==> src/hsl2rgb_pkg.sv <==
// Shared constants for the HSL to RGB converter: fixed-point formats, ramp knees, stage counts.
`default_nettype none

package hsl2rgb_pkg;

    // Internal fraction bits; levels are Q1.F, turn fractions Q0.F.
    localparam int FRAC_BITS = 16;
    localparam int QW        = FRAC_BITS + 1;
    localparam int TW        = FRAC_BITS;

    localparam int HUE_W  = 15;
    localparam int IN_W   = 17;
    localparam int BYTE_W = 8;

    localparam logic [QW-1:0] ONE_Q = {1'b1, {FRAC_BITS{1'b0}}};

    // 360 degrees in 1/64 degree steps
    localparam logic [HUE_W-1:0] HUE_STEPS = 15'd23040;

    // floor((hue << F) / 23040) as (hue * HUE_RECIP) >> HUE_SHIFT.
    // Reciprocal is ceil(2^HUE_K / 23040); exact for dividends below 2^(HUE_K-15).
    localparam int HUE_K     = 46;
    localparam int HUE_SHIFT = HUE_K - FRAC_BITS;
    localparam int RECIP_W   = 32;
    localparam logic [RECIP_W-1:0] HUE_RECIP =
        RECIP_W'(((64'd1 << HUE_K) + 64'd23039) / 64'd23040);

    // 0.333 and 0.666, rounded to nearest
    localparam logic [TW-1:0] C333 = TW'(((longint'(333) << FRAC_BITS) + 500) / 1000);
    localparam logic [TW-1:0] C666 = TW'(((longint'(666) << FRAC_BITS) + 500) / 1000);

    localparam int FRONT_STAGES = 3;
    localparam int RAMP_STAGES  = 4;
    localparam int PIPE_DEPTH   = FRONT_STAGES + RAMP_STAGES;

endpackage

`default_nettype wire

==> src/hsl2rgb_ramp.sv <==
// One color channel: piecewise hue ramp between lo and hi, then scale to a byte.
`default_nettype none

module hsl2rgb_ramp
    import hsl2rgb_pkg::*;
(
    input  wire logic              clk,
    input  wire logic              en,
    input  wire logic [TW-1:0]     t,
    input  wire logic [QW-1:0]     hi,
    input  wire logic [QW-1:0]     lo,
    input  wire logic [QW-1:0]     d,
    output logic      [BYTE_W-1:0] level
);

    typedef enum logic [1:0] {SEG_RISE, SEG_HOLD, SEG_FALL, SEG_LOW} seg_t;

    localparam int LW = QW + 2;          // signed level width
    localparam int SW = LW + BYTE_W;     // level * 255

    // ---------------- R1: segment select, multiplier operand
    logic [TW+2:0] t6;
    logic [TW+1:0] t3;
    logic [TW+1:0] diff;
    logic [TW+1:0] dmag;
    logic [TW+4:0] fall6;
    seg_t          seg_next;
    logic [TW-1:0] mag_next;
    logic          neg_next;

    seg_t          seg_reg;
    logic [TW-1:0] mag_reg;
    logic          neg1_reg;
    logic [QW-1:0] hi1_reg;
    logic [QW-1:0] lo1_reg;
    logic [QW-1:0] d1_reg;

    always_comb
    begin
        t6    = {1'b0, t, 2'b00} + {2'b00, t, 1'b0};
        t3    = {2'b00, t} + {1'b0, t, 1'b0};
        diff  = {2'b00, C666} - {2'b00, t};
        dmag  = diff[TW+1] ? ({2'b00, t} - {2'b00, C666}) : diff;
        fall6 = {1'b0, dmag, 2'b00} + {2'b00, dmag, 1'b0};

        if (t6 < {2'b00, ONE_Q})
            seg_next = SEG_RISE;
        else if (!t[TW-1])
            seg_next = SEG_HOLD;
        else if (t3 < {ONE_Q, 1'b0})
            seg_next = SEG_FALL;
        else
            seg_next = SEG_LOW;

        case (seg_next)
            SEG_RISE:
            begin
                mag_next = t6[TW-1:0];
                neg_next = 1'b0;
            end
            SEG_FALL:
            begin
                // falling edge can overshoot past 0.666, giving a negative factor
                mag_next = fall6[TW-1:0];
                neg_next = diff[TW+1];
            end
            default:
            begin
                mag_next = '0;
                neg_next = 1'b0;
            end
        endcase
    end

    always_ff @(posedge clk)
    begin
        if (en)
        begin
            seg_reg  <= seg_next;
            mag_reg  <= mag_next;
            neg1_reg <= neg_next;
            hi1_reg  <= hi;
            lo1_reg  <= lo;
            d1_reg   <= d;
        end
    end

    // ---------------- R2: (hi - lo) * factor, truncated
    logic [QW+TW-1:0] prod;
    logic [QW-1:0]    p_next;
    logic [QW-1:0]    base_next;

    logic [QW-1:0] p_reg;
    logic [QW-1:0] base_reg;
    logic          neg2_reg;

    always_comb
    begin
        prod      = {{TW{1'b0}}, d1_reg} * {{QW{1'b0}}, mag_reg};
        p_next    = prod[FRAC_BITS +: QW];
        base_next = (seg_reg == SEG_HOLD) ? hi1_reg : lo1_reg;
    end

    always_ff @(posedge clk)
    begin
        if (en)
        begin
            p_reg    <= p_next;
            base_reg <= base_next;
            neg2_reg <= neg1_reg;
        end
    end

    // ---------------- R3: signed level
    logic [LW-1:0] lvl_next;
    logic [LW-1:0] lvl_reg;

    always_comb
    begin
        if (neg2_reg)
            lvl_next = {2'b00, base_reg} - {2'b00, p_reg};
        else
            lvl_next = {2'b00, base_reg} + {2'b00, p_reg};
    end

    always_ff @(posedge clk)
    begin
        if (en)
            lvl_reg <= lvl_next;
    end

    // ---------------- R4: level * 255 >> F, clamp to byte
    logic [SW-1:0]           scaled;
    logic [SW-FRAC_BITS-1:0] v;
    logic [BYTE_W-1:0]       level_next;
    logic [BYTE_W-1:0]       level_reg;

    always_comb
    begin
        scaled = {lvl_reg, {BYTE_W{1'b0}}} - {{BYTE_W{1'b0}}, lvl_reg};
        v      = scaled[FRAC_BITS +: SW-FRAC_BITS];
        if (lvl_reg[LW-1])
            level_next = '0;
        else if (v[SW-FRAC_BITS-1:BYTE_W] != '0)
            level_next = '1;
        else
            level_next = v[BYTE_W-1:0];
    end

    always_ff @(posedge clk)
    begin
        if (en)
            level_reg <= level_next;
    end

    assign level = level_reg;

endmodule

`default_nettype wire

==> src/hsl_to_rgb_converter.sv <==
// Top level of the pipelined HSL to RGB pixel converter.
// Each accepted item passes through registers T1, T2, T3 and R1..R4 to red/green/blue.
// Throughput: one item per cycle; the whole pipe advances together and
// freezes only while a result waits on rgb_stall (hsl_stall follows it).
// Reset: rst_n clears the valid bits only; datapath registers need no reset.
`default_nettype none

module hsl_to_rgb_converter
    import hsl2rgb_pkg::*;
(
    input  wire logic              clk,
    input  wire logic              rst_n,

    input  wire logic              hsl_valid,
    output logic                   hsl_stall,
    input  wire logic [HUE_W-1:0]  hue,
    input  wire logic [IN_W-1:0]   saturation,
    input  wire logic [IN_W-1:0]   lightness,

    output logic                   rgb_valid,
    input  wire logic              rgb_stall,
    output logic      [BYTE_W-1:0] red,
    output logic      [BYTE_W-1:0] green,
    output logic      [BYTE_W-1:0] blue
);

    // Global advance: every stage moves unless the finished result is held.
    logic adv;
    assign adv       = !(rgb_valid && rgb_stall);
    assign hsl_stall = !adv;

    // Valid bits travel alongside the data, one per stage.
    logic [PIPE_DEPTH-1:0] vld_reg;
    logic [PIPE_DEPTH-1:0] vld_next;

    assign vld_next  = {vld_reg[PIPE_DEPTH-2:0], hsl_valid};
    assign rgb_valid = vld_reg[PIPE_DEPTH-1];

    always_ff @(posedge clk or negedge rst_n)
    begin
        if (!rst_n)
            vld_reg <= '0;
        else if (adv)
            vld_reg <= vld_next;
    end

    // ---------------- T1: hue wrap into one turn, clamp s and l to 1.0
    // Inputs are already Q1.16, which matches the internal format.
    logic [HUE_W-1:0] hue_next;
    logic [QW-1:0]    s_next;
    logic [QW-1:0]    l_next;

    logic [HUE_W-1:0] hue_reg;
    logic [QW-1:0]    s1_reg;
    logic [QW-1:0]    l1_reg;

    always_comb
    begin
        // Any 15-bit code is below two turns, so one subtract is enough.
        hue_next = (hue >= HUE_STEPS) ? (hue - HUE_STEPS) : hue;
        s_next   = (saturation > ONE_Q) ? ONE_Q : saturation;
        l_next   = (lightness  > ONE_Q) ? ONE_Q : lightness;
    end

    always_ff @(posedge clk)
    begin
        if (adv)
        begin
            hue_reg <= hue_next;
            s1_reg  <= s_next;
            l1_reg  <= l_next;
        end
    end

    // ---------------- T2: hue to turn fraction, l*s product
    // Division by 23040 is a multiply by a reciprocal with exact truncation.
    logic [HUE_W+RECIP_W-1:0] hue_prod;
    logic [2*QW-1:0]          ls_prod;
    logic [TW-1:0]            h_next;
    logic [QW-1:0]            ls_next;
    logic                     lhalf_next;

    logic [TW-1:0] h2_reg;
    logic [QW-1:0] ls2_reg;
    logic [QW-1:0] s2_reg;
    logic [QW-1:0] l2_reg;
    logic          lhalf2_reg;

    always_comb
    begin
        hue_prod   = {{RECIP_W{1'b0}}, hue_reg} * {{HUE_W{1'b0}}, HUE_RECIP};
        h_next     = hue_prod[HUE_SHIFT +: TW];
        ls_prod    = {{QW{1'b0}}, l1_reg} * {{QW{1'b0}}, s1_reg};
        ls_next    = ls_prod[FRAC_BITS +: QW];
        // l < 0.5
        lhalf_next = !l1_reg[FRAC_BITS] && !l1_reg[FRAC_BITS-1];
    end

    always_ff @(posedge clk)
    begin
        if (adv)
        begin
            h2_reg     <= h_next;
            ls2_reg    <= ls_next;
            s2_reg     <= s1_reg;
            l2_reg     <= l1_reg;
            lhalf2_reg <= lhalf_next;
        end
    end

    // ---------------- T3: hi/lo levels and per-channel hue offsets
    // hi stays within [l, 1.0] and lo within [0, hi] even with truncated l*s,
    // so both fit unsigned Q1.F and d = hi - lo is never negative.
    // Zero saturation needs no path of its own: hi = lo = l gives the grey.
    logic [QW:0]   hi_wide;
    logic [QW:0]   lo_wide;
    logic [QW-1:0] hi_next;
    logic [QW-1:0] lo_next;
    logic [QW-1:0] d_next;

    logic [QW-1:0] hi3_reg;
    logic [QW-1:0] lo3_reg;
    logic [QW-1:0] d3_reg;
    logic [TW-1:0] tr3_reg;
    logic [TW-1:0] tg3_reg;
    logic [TW-1:0] tb3_reg;

    always_comb
    begin
        if (lhalf2_reg)
            hi_wide = {1'b0, l2_reg} + {1'b0, ls2_reg};
        else
            hi_wide = {1'b0, l2_reg} + {1'b0, s2_reg} - {1'b0, ls2_reg};
        lo_wide = {l2_reg, 1'b0} - hi_wide;
        hi_next = hi_wide[QW-1:0];
        lo_next = lo_wide[QW-1:0];
        d_next  = hi_next - lo_next;
    end

    always_ff @(posedge clk)
    begin
        if (adv)
        begin
            hi3_reg <= hi_next;
            lo3_reg <= lo_next;
            d3_reg  <= d_next;
            // offsets wrap mod one turn through the natural TW-bit overflow
            tr3_reg <= h2_reg + C333;
            tg3_reg <= h2_reg;
            tb3_reg <= h2_reg - C333;
        end
    end

    // ---------------- R1..R4: one ramp per channel, outputs are the result register
    hsl2rgb_ramp u_ramp_red
    (
        .clk   (clk),
        .en    (adv),
        .t     (tr3_reg),
        .hi    (hi3_reg),
        .lo    (lo3_reg),
        .d     (d3_reg),
        .level (red)
    );

    hsl2rgb_ramp u_ramp_green
    (
        .clk   (clk),
        .en    (adv),
        .t     (tg3_reg),
        .hi    (hi3_reg),
        .lo    (lo3_reg),
        .d     (d3_reg),
        .level (green)
    );

    hsl2rgb_ramp u_ramp_blue
    (
        .clk   (clk),
        .en    (adv),
        .t     (tb3_reg),
        .hi    (hi3_reg),
        .lo    (lo3_reg),
        .d     (d3_reg),
        .level (blue)
    );

    // ---------------- checks
    a_front_range: assert property (@(posedge clk) disable iff (!rst_n)
        vld_reg[0] |-> (hue_reg < HUE_STEPS && s1_reg <= ONE_Q && l1_reg <= ONE_Q))
        else $error("T1 hue wrap or clamp out of range");

    a_ls_bound: assert property (@(posedge clk) disable iff (!rst_n)
        vld_reg[1] |-> (ls2_reg <= l2_reg && h2_reg < {TW{1'b1}}))
        else $error("T2 product or turn fraction out of range");

    a_level_order: assert property (@(posedge clk) disable iff (!rst_n)
        vld_reg[2] |-> (hi3_reg <= ONE_Q && lo3_reg <= hi3_reg))
        else $error("T3 hi/lo levels out of order");

    a_freeze: assert property (@(posedge clk) disable iff (!rst_n)
        hsl_stall |=> $stable(vld_reg))
        else $error("pipeline moved while held");

endmodule

`default_nettype wire
==> config.mk <==
export PLATFORM = sky130hd
export DESIGN_NAME = hsl_to_rgb_converter
export DESIGN_NICKNAME = d
export VERILOG_FILES = /design/src/hsl2rgb_pkg.sv /design/src/hsl2rgb_ramp.sv /design/src/hsl_to_rgb_converter.sv
export SDC_FILE = /design/constraint.sdc
export NUM_CORES = 2
export LEC_CHECK = 0
export BUFFER_PORTS_ARGS = -buffer_cell sky130_fd_sc_hd__buf_2
export CELL_PAD_IN_SITES_DETAIL_PLACEMENT = 1
export CELL_PAD_IN_SITES_GLOBAL_PLACEMENT = 2
export CORE_ASPECT_RATIO = 1.25
export CORE_MARGIN = 2
export CORE_UTILIZATION = 44
export CTS_CLUSTER_DIAMETER = 150
export DETAILED_ROUTE_END_ITERATION = 6
export GPL_ROUTABILITY_DRIVEN = 0
export PLACE_DENSITY = 0.82
export RECOVER_POWER = 50
export REMOVE_ABC_BUFFERS = 1
export SETUP_SLACK_MARGIN = 0.02
export SLEW_MARGIN = 25
export SYNTH_ARGS = -nofsm -noshare
export SYNTH_HDL_FRONTEND = slang
export SYNTH_SLANG_ARGS = --single-unit
==> constraint.sdc <==
create_clock -name clk -period 16.3 [get_ports clk]
set_clock_uncertainty 0.1 [all_clocks]
set_input_delay 0 -clock clk [delete_from_list [all_inputs] [get_ports clk]]
set_output_delay 0 -clock clk [all_outputs]
set_load 0.01 [all_outputs]
==> impl_metrics.yaml <==
routing:
  vias: 49820
  first_pass_iters: 5
  ant_nets: 0
  first_iter_violations: 1805
  wl_per_cell_um: 19.93
  wirelength_um: 187000
  drc_errors: 0
  vias_per_cell: 5.309
synth:
  yosysSeqAreaShare_pct: 21.72
  synth_cell_types: 92
  yosys_warnings: 0
  synth_top_family_by_area: "adder cells"
  synth_edf_count: 502
  synthMuxAreaShare_pct: 1.361
  synthSimpleGateAreaFrac_pct: 12.96
  synth-seq-cells: 509
  synth_compound_area_share_pct: 8.861
  synth_area_mm2: 0.07022
  synth_xor_area_share_pct: 4.342
  ys_async_sr_fraction_pct: 1.375
  synthAdderAreaFrac_pct: 41.67
  syn_inst: 7222
  ys.flop_type: "edfxtp_1"
  syn_avg_cell_area_um2: 9.723
floorplan:
  core.rowCount: 163
  die_area_mm2: 0.1628
  fp.dieW_um: 361.3
  start_util_pct: 44.37
  die_h_um: 450.6
  core-area_mm2: 0.1583
  pin_count: 79
clocking:
  root_buffer: "clkbuf_16"
  clock_sinks: 509
  cts_made_buffers: 61
  clk_path_buf_depth: 3
  cts_resized: 0
  h-tree-depth: 2
  cts_tree: "done"
  clkTransAtPathRegs_ps: 60
  clkLatencyLatePin_ps: 710
cells_and_area:
  fin_area_mm2: 0.07549
  final_common_cell: "inv_1"
  final_util_pct: 47.70
  fin_nets: 9111
  drive_gt1_share_pct: 3.443
  final_cell_mix: "inv_1, fa_1, ha_1"
  synthToLayoutAreaGrowth_pct: 7.509
status:
  violations: "max-capacitance violations, max-slew violations"
  status: "complete, but fails checks"
critical_path:
  crit_path_frequent_cell: "fa_1"
  crit_fanout: 18
  slowest_delay_ps: 910
  arrival_ps: 8030
  startpoint_type: "register"
  path_class: "reg -> reg"
  regToRegSetupSlack_ps: 8620
  worst-path-buf-inv: 5
  path_cells: "nand2_1 -> fa_1 -> inv_1 -> fa_1 -> inv_1 -> fa_1 -> inv_1 -> fa_1 -> fa_1 -> inv_1 -> fa_1 -> inv_1 -> ha_1 -> a21o_1 -> a21oi_1 -> o211ai_1 -> or3_1 -> o21ai_0 -> o21ai_0 -> o21ai_0 -> o2111ai_1 -> xnor2_1"
  cp_top_family: "adder cells"
  critPathCaptureType: "register"
  cp.required_ps: 16650
  critPathSlowestCell: "edfxtp_1"
timing:
  rsz0062_at_grt: "no"
  period_needed_ps: 7685
  worst_hold_slack_ps: 72.92
  timing.slew.headroom_pct: -161.5
  setup_tns_ps: 0
  setup_viol: 0
  finalCritPeriodShare_pct: 47.14
  tightest_slew_ps: 3922
  timing.fmax_ghz: 0.1301
  hold_violations: 0
  drv_slew: 348
placed_design:
  port_buffers: 78
  placed_area_mm2: 0.07268
  hpwl_um: 150000
global_routing:
  grt_pass1_vias: 56590
  grt_use_total_pct: 23.26
  grt_max_degree: 166
  overflow: 0
  grt_first_pass_wirelength_um: 301000
  antenna_found_initial: 4
job:
  cap_violations: 6
hold_path:
  hold_class: "in -> reg"
[routing by layer]
metal | track usage, % | wire length [um] | up-vias
li1 | - | - | 23330
met5 | 0 | 0 | -
met1 | 26.67 | 75130 | 25700
met3 | 1.796 | 3715 | 265
met4 | 8.353 | 7297 | 0
met2 | 44.78 | 100900 | 529
[kinds of logic after synthesis]
kind of cell | Yosys count
multiplexers | 86
AND/OR/NAND/NOR | 1876
flip-flops | 509
XOR/XNOR | 345
AO/OA/AOI/OAI | 929
buffers and inverters | 1689
adder cells (fa/ha/maj) | 1786
other | 2
[what timing repair did]
action,in CTS,in global routing
hold buffers,81,0
buffers inserted,0,0
endpoints found under the hold margin,57,0
[final timing paths]
kind | from | to | depth (start not counted)
hold / removal | lightness[14] | l1_reg[14] | 3
hold reg to reg | lo3_reg[2] | u_ramp_red.lo1_reg[2] | 0
min in group asynchronous | rst_n | vld_reg[3] | 3
max in group asynchronous | rst_n | vld_reg[1] | 3
setup / recovery | s1_reg[8] | ls2_reg[16] | 22
setup reg to reg | s1_reg[8] | ls2_reg[16] | 22
[metrics by stage]
step           setup slack (ps)  instances
6_report                   8615       9383
4_1_cts                    8231       9380
5_1_grt                    8143       9382
2_1_floorplan              3548       7014
3_3_place_gp               8363       9189
3_5_place_dp               8260       9189
[cell usage after synthesis, types with 40 or more instances]
cell type	instances	share of area [%]
o21ai_0	163	1.2
nand2b_1	40	0.36
nor2_1	252	1.3
nor3_1	91	0.65
inv_1	1456	7.8
nand3_1	88	0.63
fa_1	921	26
and2_1	436	3.9
a21oi_1	255	1.8
a31oi_1	47	0.42
nand2_1	747	4.0
xor2_1	89	1.1
a21o_1	81	0.87
ha_1	865	15
mux2_2	69	1.1
clkbuf_1	221	1.2
nor2b_1	78	0.69
edfxtp_1	502	21
o21a_1	50	0.53
xnor2_1	254	3.2
[tightest hold or removal path, stage by stage]
cell	delay [ps]
dlygate4sd3_1	520
buf_2	110
nor2b_1	120
[area by class of cell]
type / count / area, um2
multi-input combinational: 5049 / 48710
clock inverter: 43 / 495.5
clock buffer: 67 / 1570
timing repair buffer: 195 / 1414
sequential: 509 / 15250
fill: 17880 / 82770
inverter: 1456 / 5465
antenna: 2 / 5.005
tap: 2062 / 2580
Power is not shown: default switching activity piles up to over one toggle a cycle in this logic, so the estimate is an artifact.
